**config.mk**
```make
export PLATFORM = sky130hd
export DESIGN_NAME = sd_card_spi_host_sequencer_unit
export DESIGN_NICKNAME = d
export VERILOG_FILES = /design/src/rtl/sdspi_pkg.sv /design/src/rtl/sd_card_spi_host_sequencer_unit.sv
export SDC_FILE = /design/constraint.sdc
export NUM_CORES = 1
export LEC_CHECK = 0
export BUFFER_PORTS_ARGS = -buffer_cell sky130_fd_sc_hd__buf_2
export CAP_MARGIN = 15
export CELL_PAD_IN_SITES_DETAIL_PLACEMENT = 0
export CELL_PAD_IN_SITES_GLOBAL_PLACEMENT = 1
export CORE_ASPECT_RATIO = 0.6
export CORE_UTILIZATION = 45
export CTS_CLUSTER_SIZE = 28
export DETAILED_ROUTE_END_ITERATION = 7
export PLACE_DENSITY_LB_ADDON = 0.1
export SETUP_SLACK_MARGIN = 0.5
export SLEW_MARGIN = 15
export SYNTH_ARGS = -nofsm -noshare
export SYNTH_HDL_FRONTEND = slang
export SYNTH_SLANG_ARGS = --single-unit
```
**constraint.sdc**
```tcl
create_clock -name clk -period 10.2 [get_ports clk]
set_input_delay 1.02 -clock clk [delete_from_list [all_inputs] [get_ports clk]]
set_output_delay 1.02 -clock clk [all_outputs]
set_load 0.02 [all_outputs]
```
**src/rtl/sdspi_pkg.sv**
```systemverilog
// Package for the SD card SPI-mode host sequencer.
// Holds the phase, request, result-kind, register-index, status and command codes,
// the result layout and the command frame byte function. No dependencies.
package sdspi_pkg;

  localparam int unsigned BlockBytes = 512;
  localparam int unsigned CfgW       = 16;
  localparam int unsigned CfgIdxW    = 3;

  typedef enum logic [5:0] {
    PH_IDLE, PH_WOPEN, PH_DUMMY, PH_CMD, PH_RESP, PH_AFTER0, PH_WAIT0, PH_R7,
    PH_AFTER8, PH_AFTER55, PH_AFTER41, PH_WAIT41, PH_TOKEN, PH_RDATA, PH_RCRC,
    PH_RTAIL, PH_ERRTAIL, PH_WGAP, PH_WTOKEN, PH_WDATA, PH_WCRC, PH_WRESP,
    PH_WBUSY, PH_FINTAIL
  } phase_t;

  typedef enum logic [2:0] {
    REQ_CARD_BYTE  = 3'd0,
    REQ_DELAY_DONE = 3'd1,
    REQ_INIT       = 3'd2,
    REQ_READ       = 3'd3,
    REQ_WR_START   = 3'd4,
    REQ_WR_BYTE    = 3'd5,
    REQ_WR_FINISH  = 3'd6
  } req_t;

  typedef enum logic [1:0] {
    KIND_SPI   = 2'd0,
    KIND_RDATA = 2'd1,
    KIND_STAT  = 2'd2,
    KIND_DELAY = 2'd3
  } kind_t;

  localparam logic [CfgIdxW-1:0] REG_RESP_WIN  = 3'd0;
  localparam logic [CfgIdxW-1:0] REG_RST_TRIES = 3'd1;
  localparam logic [CfgIdxW-1:0] REG_RDY_TRIES = 3'd2;
  localparam logic [CfgIdxW-1:0] REG_TOKEN_TO  = 3'd3;
  localparam logic [CfgIdxW-1:0] REG_BUSY_TO   = 3'd4;

  localparam logic [1:0] ST_OK      = 2'd0;
  localparam logic [1:0] ST_ERR     = 2'd1;
  localparam logic [1:0] ST_NO_INIT = 2'd2;

  localparam logic [5:0] CMD_GO_IDLE = 6'd0;
  localparam logic [5:0] CMD_IF_COND = 6'd8;
  localparam logic [5:0] CMD_RD_BLK  = 6'd17;
  localparam logic [5:0] CMD_WR_BLK  = 6'd24;
  localparam logic [5:0] CMD_APP     = 6'd55;
  localparam logic [5:0] CMD_OP_COND = 6'd41;

  typedef struct packed {
    logic        last;
    logic [1:0]  kind;
    logic        fast;
    logic [3:0]  dly;
    logic [1:0]  st;
    logic [7:0]  rd;
    logic        cs;
    logic [7:0]  tx;
  } res_t;

  function automatic res_t make_res(logic [1:0] kind, logic [7:0] tx, logic cs,
                                    logic [7:0] rd, logic [1:0] st, logic [3:0] dly,
                                    logic fast);
    res_t r;
    r.last = 1'b0;
    r.kind = kind;
    r.fast = fast;
    r.dly  = dly;
    r.st   = st;
    r.rd   = rd;
    r.cs   = cs;
    r.tx   = tx;
    return r;
  endfunction

  // byte i of a command frame; index 6 is the fixed CRC
  function automatic logic [7:0] frame_byte(logic [2:0] i, logic [5:0] cmd, logic [31:0] arg);
    logic [7:0] b;
    case (i)
      3'd1:    b = {2'b01, cmd};
      3'd2:    b = arg[31:24];
      3'd3:    b = arg[23:16];
      3'd4:    b = arg[15:8];
      3'd5:    b = arg[7:0];
      default: b = (cmd == CMD_IF_COND) ? 8'h87 : 8'h95;
    endcase
    return b;
  endfunction

endpackage

```
**src/rtl/sd_card_spi_host_sequencer_unit.sv**
```systemverilog
// SD card SPI-mode host sequencer, top level.
// Latency: results enter a 4-deep result queue at the accept edge and can leave it from the next cycle.
// Throughput: one request per cycle while at most two queue entries are occupied.
// Each request yields up to two results, drained one per cycle while out_tready is high.
// Reset (rst_n low, synchronous): phase idle, counters clear, registers to defaults.
// Uses sdspi_pkg.
module sd_card_spi_host_sequencer_unit (
  input  logic                               clk,
  input  logic                               rst_n,
  input  logic                               in_tvalid,
  output logic                               in_tready,
  // card_byte[7:0], sector[39:8], offset[48:40], count[58:49], data_byte[66:59], zero pad
  input  logic [71:0]                        in_tdata,
  // command
  input  logic [2:0]                         in_tuser,
  output logic                               out_tvalid,
  input  logic                               out_tready,
  // tx_byte[7:0], chip_select[8], read_byte[16:9], status[18:17], delay_ms[22:19],
  // fast_clock[23]
  output logic [23:0]                        out_tdata,
  // kind
  output logic [1:0]                         out_tuser,
  output logic                               out_tlast,
  input  logic                               cfg_wen,
  input  logic [sdspi_pkg::CfgIdxW-1:0]      cfg_index,
  input  logic [sdspi_pkg::CfgW-1:0]         cfg_data
);
  import sdspi_pkg::*;

  logic [7:0]  resp_win_r, rst_tries_r;
  logic [15:0] rdy_tries_r, token_to_r, busy_to_r;

  phase_t      phase_r, phase_nxt;
  logic [9:0]  byte_cnt_r, byte_cnt_nxt;
  logic [15:0] retry_r, retry_nxt, poll_r, poll_nxt;
  logic [2:0]  frame_r, frame_nxt;
  logic [5:0]  cur_cmd_r, cur_cmd_nxt;
  logic [31:0] arg_r, arg_nxt;
  logic [8:0]  win_start_r, win_start_nxt;
  logic [9:0]  win_len_r, win_len_nxt;
  logic [7:0]  last_resp_r, last_resp_nxt;
  logic        fast_r, fast_nxt;

  res_t        q_r [4];
  logic [1:0]  wptr_r, rptr_r;
  logic [2:0]  cnt_r;

  logic        acc, pop;
  res_t        res0, res1;
  logic [1:0]  nres;

  logic [7:0]  cb, db;
  logic [31:0] sec;
  logic [2:0]  cmd;
  logic        beg;
  logic [5:0]  beg_cmd;
  logic [31:0] beg_arg;
  logic        fin;
  logic [1:0]  fin_st;
  logic        emit_en;
  res_t        emit_v;
  logic [10:0] win_end;
  logic [15:0] poll_inc, retry_inc;
  logic [9:0]  bc_inc;
  logic [2:0]  fr_inc;
  logic        req_ready;

  assign cb  = in_tdata[7:0];
  assign sec = in_tdata[39:8];
  assign db  = in_tdata[66:59];
  assign cmd = in_tuser;

  assign in_tready = (cnt_r <= 3'd2);
  assign acc       = in_tvalid && in_tready;
  assign pop       = out_tvalid && out_tready;

  assign out_tvalid = (cnt_r != 3'd0);
  assign out_tdata  = {q_r[rptr_r].fast, q_r[rptr_r].dly, q_r[rptr_r].st, q_r[rptr_r].rd,
                       q_r[rptr_r].cs, q_r[rptr_r].tx};
  assign out_tuser  = q_r[rptr_r].kind;
  assign out_tlast  = q_r[rptr_r].last;

  assign win_end   = {2'b00, win_start_r} + {1'b0, win_len_r};
  assign poll_inc  = poll_r + 16'd1;
  assign retry_inc = retry_r + 16'd1;
  assign bc_inc    = byte_cnt_r + 10'd1;
  assign fr_inc    = frame_r + 3'd1;
  assign req_ready = (phase_r == PH_IDLE) || (phase_r == PH_WOPEN);

  // first pass: state update and the one control-path result (emit_v)
  always_comb begin
    phase_nxt     = phase_r;
    byte_cnt_nxt  = byte_cnt_r;
    retry_nxt     = retry_r;
    poll_nxt      = poll_r;
    frame_nxt     = frame_r;
    cur_cmd_nxt   = cur_cmd_r;
    arg_nxt       = arg_r;
    win_start_nxt = win_start_r;
    win_len_nxt   = win_len_r;
    last_resp_nxt = last_resp_r;
    fast_nxt      = fast_r;
    beg     = 1'b0;
    beg_cmd = CMD_GO_IDLE;
    beg_arg = 32'd0;
    fin     = 1'b0;
    fin_st  = ST_OK;
    emit_en = 1'b0;
    emit_v  = make_res(KIND_SPI, 8'hFF, 1'b0, 8'd0, ST_OK, 4'd0, 1'b0);
    res0    = emit_v;
    nres    = 2'd0;

    if (cmd == REQ_CARD_BYTE) begin
      case (phase_r)
        PH_DUMMY: begin
          byte_cnt_nxt = bc_inc;
          if (bc_inc < 10'd10) begin
            emit_en = 1'b1; emit_v.cs = 1'b1;
          end else begin
            retry_nxt = 16'd0; beg = 1'b1; beg_cmd = CMD_GO_IDLE;
          end
        end
        PH_CMD: begin
          frame_nxt = fr_inc;
          emit_en   = 1'b1;
          if (fr_inc < 3'd7) begin
            emit_v.tx = frame_byte(fr_inc, cur_cmd_r, arg_r);
          end else begin
            poll_nxt = 16'd0; phase_nxt = PH_RESP;
          end
        end
        PH_RESP: begin
          poll_nxt = poll_inc;
          emit_en  = 1'b1;
          if (cb != 8'hFF || poll_inc >= {8'd0, resp_win_r}) begin
            last_resp_nxt = cb;
            case (cur_cmd_r)
              CMD_GO_IDLE: begin phase_nxt = PH_AFTER0; emit_v.cs = 1'b1; end
              CMD_IF_COND: begin byte_cnt_nxt = 10'd0; phase_nxt = PH_R7; end
              CMD_APP:     begin phase_nxt = PH_AFTER55; emit_v.cs = 1'b1; end
              CMD_OP_COND: begin phase_nxt = PH_AFTER41; emit_v.cs = 1'b1; end
              CMD_RD_BLK: begin
                if (cb != 8'd0) begin
                  phase_nxt = PH_ERRTAIL; emit_v.cs = 1'b1;
                end else begin
                  poll_nxt = 16'd0; phase_nxt = PH_TOKEN;
                end
              end
              default: begin
                if (cb != 8'd0) begin
                  phase_nxt = PH_ERRTAIL; emit_v.cs = 1'b1;
                end else begin
                  phase_nxt = PH_WGAP;
                end
              end
            endcase
          end
        end
        PH_AFTER0: begin
          phase_nxt = PH_WAIT0; emit_en = 1'b1;
          emit_v = make_res(KIND_DELAY, 8'd0, 1'b0, 8'd0, ST_OK, 4'd10, 1'b0);
        end
        PH_R7: begin
          byte_cnt_nxt = bc_inc; emit_en = 1'b1;
          if (bc_inc >= 10'd4) begin
            phase_nxt = PH_AFTER8; emit_v.cs = 1'b1;
          end
        end
        PH_AFTER8: begin
          retry_nxt = 16'd0; beg = 1'b1; beg_cmd = CMD_APP;
        end
        PH_AFTER55: begin
          beg = 1'b1; beg_cmd = CMD_OP_COND; beg_arg = 32'h4000_0000;
        end
        PH_AFTER41: begin
          phase_nxt = PH_WAIT41; emit_en = 1'b1;
          emit_v = make_res(KIND_DELAY, 8'd0, 1'b0, 8'd0, ST_OK, 4'd1, 1'b0);
        end
        PH_TOKEN: begin
          poll_nxt = poll_inc; emit_en = 1'b1;
          if (cb == 8'hFE) begin
            byte_cnt_nxt = 10'd0; phase_nxt = PH_RDATA;
          end else if (poll_inc >= token_to_r) begin
            phase_nxt = PH_ERRTAIL; emit_v.cs = 1'b1;
          end
        end
        PH_RDATA: begin
          emit_en = 1'b1;
          byte_cnt_nxt = bc_inc;
          if (bc_inc >= 10'(BlockBytes)) begin
            byte_cnt_nxt = 10'd0; phase_nxt = PH_RCRC;
          end
        end
        PH_RCRC: begin
          byte_cnt_nxt = bc_inc; emit_en = 1'b1;
          if (bc_inc >= 10'd2) begin
            phase_nxt = PH_RTAIL; emit_v.cs = 1'b1;
          end
        end
        PH_RTAIL:   begin fin = 1'b1; fin_st = ST_OK; end
        PH_ERRTAIL: begin fin = 1'b1; fin_st = ST_ERR; end
        PH_FINTAIL: begin fin = 1'b1; fin_st = ST_OK; end
        PH_WGAP: begin
          phase_nxt = PH_WTOKEN; emit_en = 1'b1; emit_v.tx = 8'hFE;
        end
        PH_WTOKEN: begin
          byte_cnt_nxt = 10'd0; phase_nxt = PH_WOPEN; emit_en = 1'b1;
          emit_v = make_res(KIND_STAT, 8'd0, 1'b0, 8'd0, ST_OK, 4'd0, 1'b0);
        end
        PH_WDATA: begin
          byte_cnt_nxt = bc_inc; emit_en = 1'b1;
          if (bc_inc < 10'(BlockBytes)) begin
            phase_nxt = PH_WOPEN;
            emit_v = make_res(KIND_STAT, 8'd0, 1'b0, 8'd0, ST_OK, 4'd0, 1'b0);
          end else begin
            byte_cnt_nxt = 10'd0; phase_nxt = PH_WCRC;
          end
        end
        PH_WCRC: begin
          byte_cnt_nxt = bc_inc; emit_en = 1'b1;
          if (bc_inc >= 10'd2) phase_nxt = PH_WRESP;
        end
        PH_WRESP: begin
          emit_en = 1'b1;
          if (cb[4:0] != 5'h05) begin
            phase_nxt = PH_ERRTAIL; emit_v.cs = 1'b1;
          end else begin
            poll_nxt = 16'd0; phase_nxt = PH_WBUSY;
          end
        end
        PH_WBUSY: begin
          if (cb != 8'd0) begin
            fin = 1'b1; fin_st = ST_OK;
          end else begin
            poll_nxt = poll_inc;
            if (poll_inc >= busy_to_r) begin
              fin = 1'b1; fin_st = ST_ERR;
            end else begin
              emit_en = 1'b1;
            end
          end
        end
        default: ;
      endcase
    end else if (cmd == REQ_DELAY_DONE) begin
      if (phase_r == PH_WAIT0) begin
        if (last_resp_r == 8'h01) begin
          beg = 1'b1; beg_cmd = CMD_IF_COND; beg_arg = 32'h0000_01AA;
        end else begin
          retry_nxt = retry_inc;
          if (retry_inc >= {8'd0, rst_tries_r}) begin
            fin = 1'b1; fin_st = ST_NO_INIT;
          end else begin
            beg = 1'b1; beg_cmd = CMD_GO_IDLE;
          end
        end
      end else if (phase_r == PH_WAIT41) begin
        if (last_resp_r == 8'h00) begin
          fast_nxt = 1'b1; fin = 1'b1; fin_st = ST_OK;
        end else begin
          retry_nxt = retry_inc;
          if (retry_inc >= rdy_tries_r) begin
            fin = 1'b1; fin_st = ST_NO_INIT;
          end else begin
            beg = 1'b1; beg_cmd = CMD_APP;
          end
        end
      end
    end else if (cmd != 3'd7 && !req_ready) begin
      emit_en = 1'b1;
      emit_v  = make_res(KIND_STAT, 8'd0, 1'b0, 8'd0, ST_ERR, 4'd0, 1'b0);
    end else begin
      case (cmd)
        REQ_INIT: begin
          fast_nxt = 1'b0; byte_cnt_nxt = 10'd0; phase_nxt = PH_DUMMY;
          emit_en = 1'b1; emit_v.cs = 1'b1;
        end
        REQ_READ: begin
          win_start_nxt = in_tdata[48:40];
          win_len_nxt   = in_tdata[58:49];
          beg = 1'b1; beg_cmd = CMD_RD_BLK; beg_arg = sec;
        end
        REQ_WR_START: begin
          beg = 1'b1; beg_cmd = CMD_WR_BLK; beg_arg = sec;
        end
        REQ_WR_BYTE: begin
          emit_en = 1'b1;
          if (phase_r == PH_WOPEN) begin
            phase_nxt = PH_WDATA; emit_v.tx = db;
          end else begin
            emit_v = make_res(KIND_STAT, 8'd0, 1'b0, 8'd0, ST_ERR, 4'd0, 1'b0);
          end
        end
        REQ_WR_FINISH: begin
          phase_nxt = PH_FINTAIL; emit_en = 1'b1; emit_v.cs = 1'b1;
        end
        default: ;
      endcase
    end

    if (beg) begin
      cur_cmd_nxt = beg_cmd; arg_nxt = beg_arg; frame_nxt = 3'd0; phase_nxt = PH_CMD;
      emit_en = 1'b1;
      emit_v  = make_res(KIND_SPI, 8'hFF, 1'b0, 8'd0, ST_OK, 4'd0, 1'b0);
    end
    if (fin) begin
      phase_nxt = PH_IDLE; emit_en = 1'b1;
      emit_v = make_res(KIND_STAT, 8'd0, 1'b0, 8'd0, fin_st, 4'd0, 1'b0);
    end
    emit_v.fast = fast_nxt;

    // read data inside the window goes out ahead of the poll byte
    if (cmd == REQ_CARD_BYTE && phase_r == PH_RDATA &&
        byte_cnt_r >= {1'b0, win_start_r} && {1'b0, byte_cnt_r} < win_end) begin
      res0 = make_res(KIND_RDATA, 8'd0, 1'b0, cb, ST_OK, 4'd0, fast_nxt);
      res1 = emit_v;
      res1.last = 1'b1;
      nres = 2'd2;
    end else begin
      res0 = emit_v;
      res0.last = 1'b1;
      res1 = emit_v;
      nres = emit_en ? 2'd1 : 2'd0;
    end
  end

  always_ff @(posedge clk) begin
    if (!rst_n) begin
      resp_win_r  <= 8'd10;
      rst_tries_r <= 8'd10;
      rdy_tries_r <= 16'd2000;
      token_to_r  <= 16'd10000;
      busy_to_r   <= 16'd10000;
    end else if (cfg_wen) begin
      unique case (cfg_index)
        REG_RESP_WIN:  resp_win_r  <= cfg_data[7:0];
        REG_RST_TRIES: rst_tries_r <= cfg_data[7:0];
        REG_RDY_TRIES: rdy_tries_r <= cfg_data;
        REG_TOKEN_TO:  token_to_r  <= cfg_data;
        REG_BUSY_TO:   busy_to_r   <= cfg_data;
        default: ;
      endcase
    end
  end

  always_ff @(posedge clk) begin
    if (!rst_n) begin
      phase_r     <= PH_IDLE;
      byte_cnt_r  <= 10'd0;
      retry_r     <= 16'd0;
      poll_r      <= 16'd0;
      frame_r     <= 3'd0;
      cur_cmd_r   <= 6'd0;
      arg_r       <= 32'd0;
      win_start_r <= 9'd0;
      win_len_r   <= 10'd0;
      last_resp_r <= 8'hFF;
      fast_r      <= 1'b0;
    end else if (acc) begin
      phase_r     <= phase_nxt;
      byte_cnt_r  <= byte_cnt_nxt;
      retry_r     <= retry_nxt;
      poll_r      <= poll_nxt;
      frame_r     <= frame_nxt;
      cur_cmd_r   <= cur_cmd_nxt;
      arg_r       <= arg_nxt;
      win_start_r <= win_start_nxt;
      win_len_r   <= win_len_nxt;
      last_resp_r <= last_resp_nxt;
      fast_r      <= fast_nxt;
    end
  end

  // result queue
  always_ff @(posedge clk) begin
    if (acc && nres != 2'd0) q_r[wptr_r] <= res0;
    if (acc && nres == 2'd2) q_r[wptr_r + 2'd1] <= res1;
  end

  always_ff @(posedge clk) begin
    if (!rst_n) begin
      wptr_r <= 2'd0;
      rptr_r <= 2'd0;
      cnt_r  <= 3'd0;
    end else begin
      wptr_r <= wptr_r + (acc ? nres : 2'd0);
      rptr_r <= rptr_r + {1'b0, pop};
      cnt_r  <= cnt_r + {1'b0, (acc ? nres : 2'd0)} - {2'b00, pop};
    end
  end

endmodule

```
==> results of run 1 <==
## logic make-up after synthesis
kind of cell,after synthesis
fa+ha+maj,107
mux,43
buf+inv,229
flops,286
xor+xnor,50
simple gates,758
other cells,1
compound gates,508
## synth_stat cells, types with 20 or more instances
master / n
a211oi_1: 20
a21oi_1: 199
and2_1: 30
and3_1: 22
clkbuf_1: 93
dfxtp_1: 218
edfxtp_1: 68
ha_1: 105
inv_1: 104
mux4_2: 25
nand2_1: 288
nand2b_1: 32
nand3_1: 76
nor2_1: 133
nor2b_1: 32
nor3_1: 39
o211ai_1: 31
o21ai_0: 66
xnor2_1: 32
## stage by stage
step                      area, sq um  utilization  total power, uW
after floorplan                 16800            -             1670
after CTS                       18700        0.511             2970
after global routing            18700        0.511             3080
final                           18700        0.511             2950
after detailed placement        17700        0.484             1840
after global placement          17700        0.484             1830
## final timing paths
path | end | cells after the start | slack, ns | from
max | q_r[0][2] | 15 | 4.12 | poll_r[0]
min | arg_r[25] | 2 | 0.45 | arg_r[25]
max reg2reg | q_r[0][2] | 15 | 4.12 | poll_r[0]
min reg2reg | arg_r[25] | 2 | 0.45 | arg_r[25]
## power by group
part	total [uW]	switching [uW]	leakage (uW)	internal, uW
registers	1270	55.8	0.00242	1210
logic	554	349	0.00424	205
clock network	1130	498	0.000496	632
total	2950	903	0.00716	2050
## worst register-to-register path, delay by kind of cell (launching register included)
kind / cells / cell delay [ns]
buffers and inverters: 2 / 0.65
adder cells (fa/ha/maj): 2 / 0.67
XOR/XNOR: 1 / 0.30
AO/OA/AOI/OAI: 6 / 2.04
flip-flops: 1 / 0.52
AND/OR/NAND/NOR: 4 / 1.50
## cell usage in the layout (no fill, tap or decap), types with 8 or more instances in the layout
cell and n:
dfxtp_1 217, or3_1 19, nor2_1 132, nand4_1 17
o211ai_1 31, xor2_1 18, and2_1 30, nor4_1 19
nor3_1 38, mux2i_1 13, nand3_1 76, a211oi_1 20
o21ai_0 66, clkbuf_16 31, o2bb2ai_1 17, nand2b_1 32
nand2_1 288, and3_1 22, o21a_1 19, xnor2_1 32
or2_2 9, a21o_1 16, buf_2 121, inv_1 105
edfxtp_1 68, a22o_1 13, ha_1 105, a21boi_0 13
nor2b_1 32, a22oi_1 13, o22ai_1 11, buf_4 19
a21oi_1 199, a211o_1 8, a31oi_1 15, mux4_2 25
## sequential cells by signal (all words and copies together) (netlist names), 3 cells and up
register,cells
retry_r,16
phase_r,5
win_len_r,10
q_r,100
resp_win_r,8
frame_r,3
rst_tries_r,8
rdy_tries_r,16
win_start_r,9
arg_r,32
byte_cnt_r,10
cur_cmd_r,5
busy_to_r,16
cnt_r,3
token_to_r,16
last_resp_r,8
poll_r,16
## area by class of cell
| type | instances | area, sq um | area share |
|---|---|---|---|
| timing repair buffer | 140 | 748 | 0.0400 |
| sequential | 286 | 6410 | 0.343 |
| inverter | 105 | 397 | 0.0212 |
| clock inverter | 16 | 165 | 0.00883 |
| clock buffer | 37 | 828 | 0.0443 |
| multi-input combinational | 1467 | 9530 | 0.509 |
| tap | 504 | 631 | 0.0337 |
## layer usage
metal / track usage / up-vias
li1: - / 7179
met1: 0.409 / 7037
met2: 0.365 / 453
met3: 0.0625 / 47
met4: 0.0438 / 0
met5: 0 / -
==> run_results.csv, run 1 <==
group,metric,value,unit
clocking,clockBufferDepth,3,
cells_and_area,fin_cells,2555,
sta,holdWs,0.451,ns
drt,vias,14700,
clocking,cts.clk_slew.worst_paths,0.07,ns
sta,setup_ws,4.12,ns
global_route,groute.usage.overall,0.262,
worst_setup_path,cp_max_fo,17,
global_route,grt_pass1_vias,13900,
floorplan,rows,54,
cells_and_area,nets,2235,
sta,timing.final.crit_share,0.596,
clocking,cts-resized-gates,0,
drt,firstDrtPassIters,5,
yosys,synthXorXnorAreaFrac,0.0260,
drt,drt-initial-drc-count,1317,
global_route,grt_pass1_wl,79.3,mm
yosys,synth-seq-cells,286,
sta,fin_skew,0.0139,ns
run,drv_cap,0,
yosys,synthCells,1982,
floorplan,die_w,252,microns
worst_setup_path,cp.arrival,6.29,ns
pwr,leakage,0.00716,uW
worst_setup_path,critical_path.cell_chain,"ha_1, inv_1, or3_1, or3_1, xnor2_1, ha_1, nand4_1, a211oi_1, a21boi_0, a311oi_1, a31o_2, o31ai_2, o311ai_4, and2_1, inv_1",
sta,hold_viol,0,
placement,dp_hpwl,36.1,mm
cells_and_area,antennaDiodeCount,0,
sta,fmax,165,MHz
drt,viasPerCell,5.76,
drt,top_layer,"met4",
floorplan,die_h,152,microns
sta,rsz0062_at_grt,"no",
clocking,clock_latency,0.59,ns
worst_setup_path,cp_slowest_cell,"a311oi_1",
worst_hold_path,min_path_type,"reg2reg",
run_status,status,"finished, final reports clean",
clocking,holdBufCountCts,0,
placement,dp_worst_setup_slack,4.00,ns
clocking,clock_sink_count,286,
global_route,grt_max_degree,76,
yosys,yosysTopAreaCell,"dfxtp_1",
yosys,synth_top_area_share,0.259,
drt,drt-total-wl,50.2,mm
floorplan,start_util,0.460,
sta,drv_slew,0,
worst_setup_path,critPathLaunchType,"flop",
yosys,synth_fa_ha_area_frac,0.0804,
yosys,syn_area_per_cell,8.50,sq um
sta,finalSetupViolCount,0,
placement,gp_congestion,0.977,
cells_and_area,area_delta_synth_final,11.1,%
drt,wl_met1,25.2,mm
yosys,synth_area,16800,sq um
clocking,htreeDepth,1,
sta,worstMarginPinSlew,1.24,ns
cells_and_area,drive_above_1_share,0.124,
floorplan,dieArea,38200,sq um
yosys,ys.flop_type,"dfxtp_1",
clocking,cts_root_buf,"clkbuf_16",
yosys,ys.warnings.count,0,
yosys,synth.distinct_cells,91,
yosys,yosys.area_share.simple,0.217,
yosys,synth_compound_area_frac,0.197,
drt,drc_errors,0,
yosys,ys_async_sr_fraction,0,
global_route,antenna_found_initial,1,
drt,routed-wl-met3,4.19,mm
yosys,synth.area.mux_share,0.0445,
pwr,pwr_density_cell,158,nW/um^2
floorplan,ios,128,
drt,wl_met2,20.1,mm
clocking,cts_tree,"built",
sta,period_minus_slack,6.08,ns
worst_setup_path,cp-end-kind,"flop",
yosys,ys_top_cells_by_area,"dfxtp_1 26%, edfxtp_1 12%, ha_1 7.8%",
worst_setup_path,critical_path_buf_inv_count,2,
global_route,grt_overflow,0,
placement,place_inst,2502,
placement,port-buffer-count,121,
yosys,synth-seq-area-share,0.380,
floorplan,coreArea,36600,sq um
drt,routedWlPerCell,19.6,microns
worst_setup_path,critPathTopFamily,"compound AO/OA/AOI/OAI gates",
pwr,ir_drop,0.150,mV
clocking,numCtsBuffers,29,
sta,maxSlewHeadroom,0.167,
yosys,synth_edf_count,68,
drt,ant_nets,0,
worst_setup_path,path_class,"reg2reg",
worst_setup_path,cp_slowest_stage_delay,0.80,ns
worst_setup_path,crit_required,10.41,ns
yosys,syn_nets,2188,
cells_and_area,nFillCells,3552,
yosys,synth_top_family_by_area,"simple AND/OR/NAND/NOR gates",
clocking,post_cts_buffers,0,
sta,finalSetupTns,0,ns
Power figures use the tool's default switching activity.
==> inputs of run 2 (changes only) <==
==> constraint.sdc (replaced) <==
create_clock -name clk -period 6.15 [get_ports clk]
set_input_delay 0.615 -clock clk [delete_from_list [all_inputs] [get_ports clk]]
set_output_delay 0.615 -clock clk [all_outputs]
set_load 0.02 [all_outputs]
==> run_results.csv, run 2 (synthesis gave the netlist of run 1 again) <==
group,metric,value,unit
pwr,intPower,3450,uW
drt,drt-total-wl,50.8,mm
clocking,htreeDepth,1,
cells_and_area,largest_register_ffs,100,
clocking,holdBufCountCts,0,
drt,viasPerCell,5.79,
cells_and_area,layout.area.seq,6410,sq um
placement,port-buffer-count,121,
worst_setup_path,critical_path.cell_chain,"ha_1, a21o_1, a21oi_1, o21bai_1, a21oi_1, o21bai_1, a21oi_1, o21bai_1, a21oi_1, xnor2_1, ha_1, or4_1, a211oi_1, a211oi_1, a211oi_4, nand2_1, o21a_1, buf_4, inv_1",
pwr,leakage,0.00724,uW
pwr,pwr-share-clk,0.382,
sta,setup_ws,0.832,ns
clocking,cts_tree,"built",
worst_setup_path,critical_path_buf_inv_count,2,
run_status,status,"finished, final reports clean",
sta,fmax,188,MHz
worst_setup_path,critPathLaunchType,"flop",
worst_setup_path,cp_max_fo,17,
drt,drc_errors,0,
placement,gp_congestion,0.966,
pwr,sequentialPowerShare,0.426,
sta,rsz0062_at_grt,"no",
sta,fin_skew,0.0112,ns
worst_setup_path,crit_required,6.36,ns
global_route,grt_overflow,0,
sta,worstMarginPinSlew,1.19,ns
worst_setup_path,reg2reg_slack,0.83,ns
floorplan,ios,128,
cells_and_area,nFillCells,3518,
placement,place_inst,2519,
pwr,total_power,4920,uW
drt,ant_nets,0,
global_route,antenna_found_initial,1,
pwr,power_frac_comb,0.191,
cells_and_area,multiInputGateArea,9550,sq um
cells_and_area,area_delta_synth_final,12.2,%
global_route,groute.usage.overall,0.264,
cells_and_area,antennaDiodeCount,0,
worst_setup_path,critPathTopFamily,"compound AO/OA/AOI/OAI gates",
cells_and_area,drive_above_1_share,0.133,
clocking,cts.clk_slew.worst_paths,0.06,ns
placement,dp_hpwl,36.6,mm
clocking,clock_sink_count,286,
pwr,pwr_density_cell,261,nW/um^2
sta,timing.final.crit_share,0.865,
drt,drt-initial-drc-count,1227,
floorplan,coreArea,36600,sq um
worst_setup_path,r2r_end,"q_r[3][8]",
drt,firstDrtPassIters,6,
cells_and_area,nets,2256,
worst_setup_path,cp_slowest_cell,"inv_1",
drt,routedWlPerCell,19.7,microns
worst_hold_path,holdPathEnd,"win_len_r[3]",
worst_setup_path,r2r-start,"win_start_r[1]",
sta,finalSetupTns,0,ns
placement,dp_worst_setup_slack,0.357,ns
global_route,grt_max_degree,80,
cells_and_area,fin_cells,2577,
clocking,clockBufferDepth,3,
floorplan,die_h,152,microns
sta,finalSetupViolCount,0,
worst_hold_path,hold_start,"in_tdata[52]",
cells_and_area,largestRegisters,"q_r (100), arg_r (32)",
floorplan,start_util,0.460,
floorplan,dieArea,38200,sq um
cells_and_area,regMostFlops,"q_r",
cells_and_area,layout_common_cells,"288 x nand2_1, 217 x dfxtp_1, 199 x a21oi_1",
pwr,p_sw_frac,0.300,
clocking,cts_root_buf,"clkbuf_16",
worst_setup_path,ff2ff_path_depth,19,
pwr,ir_drop,0.204,mV
clocking,numCtsBuffers,29,
worst_hold_path,hold_depth,3,
global_route,grt_pass1_vias,14100,
sta,maxSlewHeadroom,0.197,
sta,holdWs,0.267,ns
cells_and_area,mostFrequentLayoutCell,"nand2_1",
sta,hold_viol,0,
sta,drv_slew,0,
worst_setup_path,cp.arrival,5.53,ns
pwr,switching_power,1480,uW
worst_setup_path,crit_top_cell,"a21oi_1",
clocking,clock_latency,0.59,ns
run,drv_cap,0,
floorplan,rows,54,
worst_setup_path,cp_slowest_stage_delay,0.60,ns
worst_setup_path,path_class,"reg2reg",
worst_setup_path,cp-end-kind,"flop",
worst_setup_path,critical_path_depth,19,
drt,vias,14900,
global_route,grt_pass1_wl,80.3,mm
worst_hold_path,min_path_type,"in2reg",
floorplan,die_w,252,microns
sta,period_minus_slack,5.32,ns
run 2: cell types whose count changed in the layout (fill, tap and decap cells not counted), moves of 2 or more:
cell / delta
clkinv_1: +2
clkinv_2: -4
clkbuf_16: -2
clkinvlp_4: +2
clkbuf_1: +4
buf_4: +19
bufinv_16: +2
inv_6: -3
run 2: cell type report:
type / count / share of cell area
multi-input cells: 1467 / 0.506
flip-flops and latches: 286 / 0.339
repair buffers: 161 / 0.0482
clock buffers: 40 / 0.0423
well taps: 504 / 0.0334
inverters: 105 / 0.0210
clock inverters: 14 / 0.0105
run 2: timing repair:
| item | 4_1_cts | 5_1_grt |
|---|---|---|
| hold endpoints to repair | 0 | 0 |
| endpoints found under the setup margin | 2 | 34 |
| pin swaps | 0 | 1 |
| resized for setup | 1 | 5 |
| setup buffers | 0 | 3 |
run 2: power groups by stage:
| stage | Sequential [uW] | Combinational, uW | Clock (uW) |
|---|---|---|---|
| 5_1_grt | 2120 | 1020 | 2000 |
| 4_1_cts | 2100 | 930 | 1920 |
| 3_3_place_gp | 2140 | 920 | 0 |
| 2_1_floorplan | 2080 | 684 | 0 |
| 3_5_place_dp | 2140 | 924 | 0 |
| 6_report | 2100 | 941 | 1880 |
run 2: worst register-to-register path, cell delays in order (launching register included):
cell      delay (ns)
dfxtp_1         0.41
ha_1            0.26
a21o_1          0.15
a21oi_1         0.22
o21bai_1        0.10
a21oi_1         0.24
o21bai_1        0.09
a21oi_1         0.25
o21bai_1        0.10
a21oi_1         0.17
xnor2_1         0.08
ha_1            0.19
or4_1           0.56
a211oi_1        0.25
a211oi_1        0.15
a211oi_4        0.41
nand2_1         0.27
o21a_1          0.26
buf_4           0.17
inv_1           0.60
run 2: worst max path at each step:
stage	startpoint	endpoint
6_report	win_start_r[1]	q_r[3][8]
5_1_grt	win_start_r[1]	q_r[3][8]
4_1_cts	poll_r[2]	cnt_r[2]
3_5_place_dp	poll_r[2]	cnt_r[2]
3_3_place_gp	poll_r[2]	cnt_r[2]
2_1_floorplan	win_start_r[1]	cnt_r[1]
run 2: metal layers:
| layer | vias up | global-route usage | wire length, microns |
|---|---|---|---|
| li1 | 7229 | - | - |
| met1 | 7118 | 0.414 | 25300 |
| met2 | 520 | 0.367 | 20200 |
| met3 | 57 | 0.0618 | 4510 |
| met4 | 0 | 0.0430 | 754 |
| met5 | - | 0 | 0 |
run 2: per-stage QoR:
| stage | instance area [sq um] | utilization |
|---|---|---|
| 2_1_floorplan | 16800 | - |
| 3_3_place_gp | 17800 | 0.487 |
| 3_5_place_dp | 17800 | 0.487 |
| 4_1_cts | 18800 | 0.515 |
| 5_1_grt | 18900 | 0.516 |
| 6_report | 18900 | 0.516 |
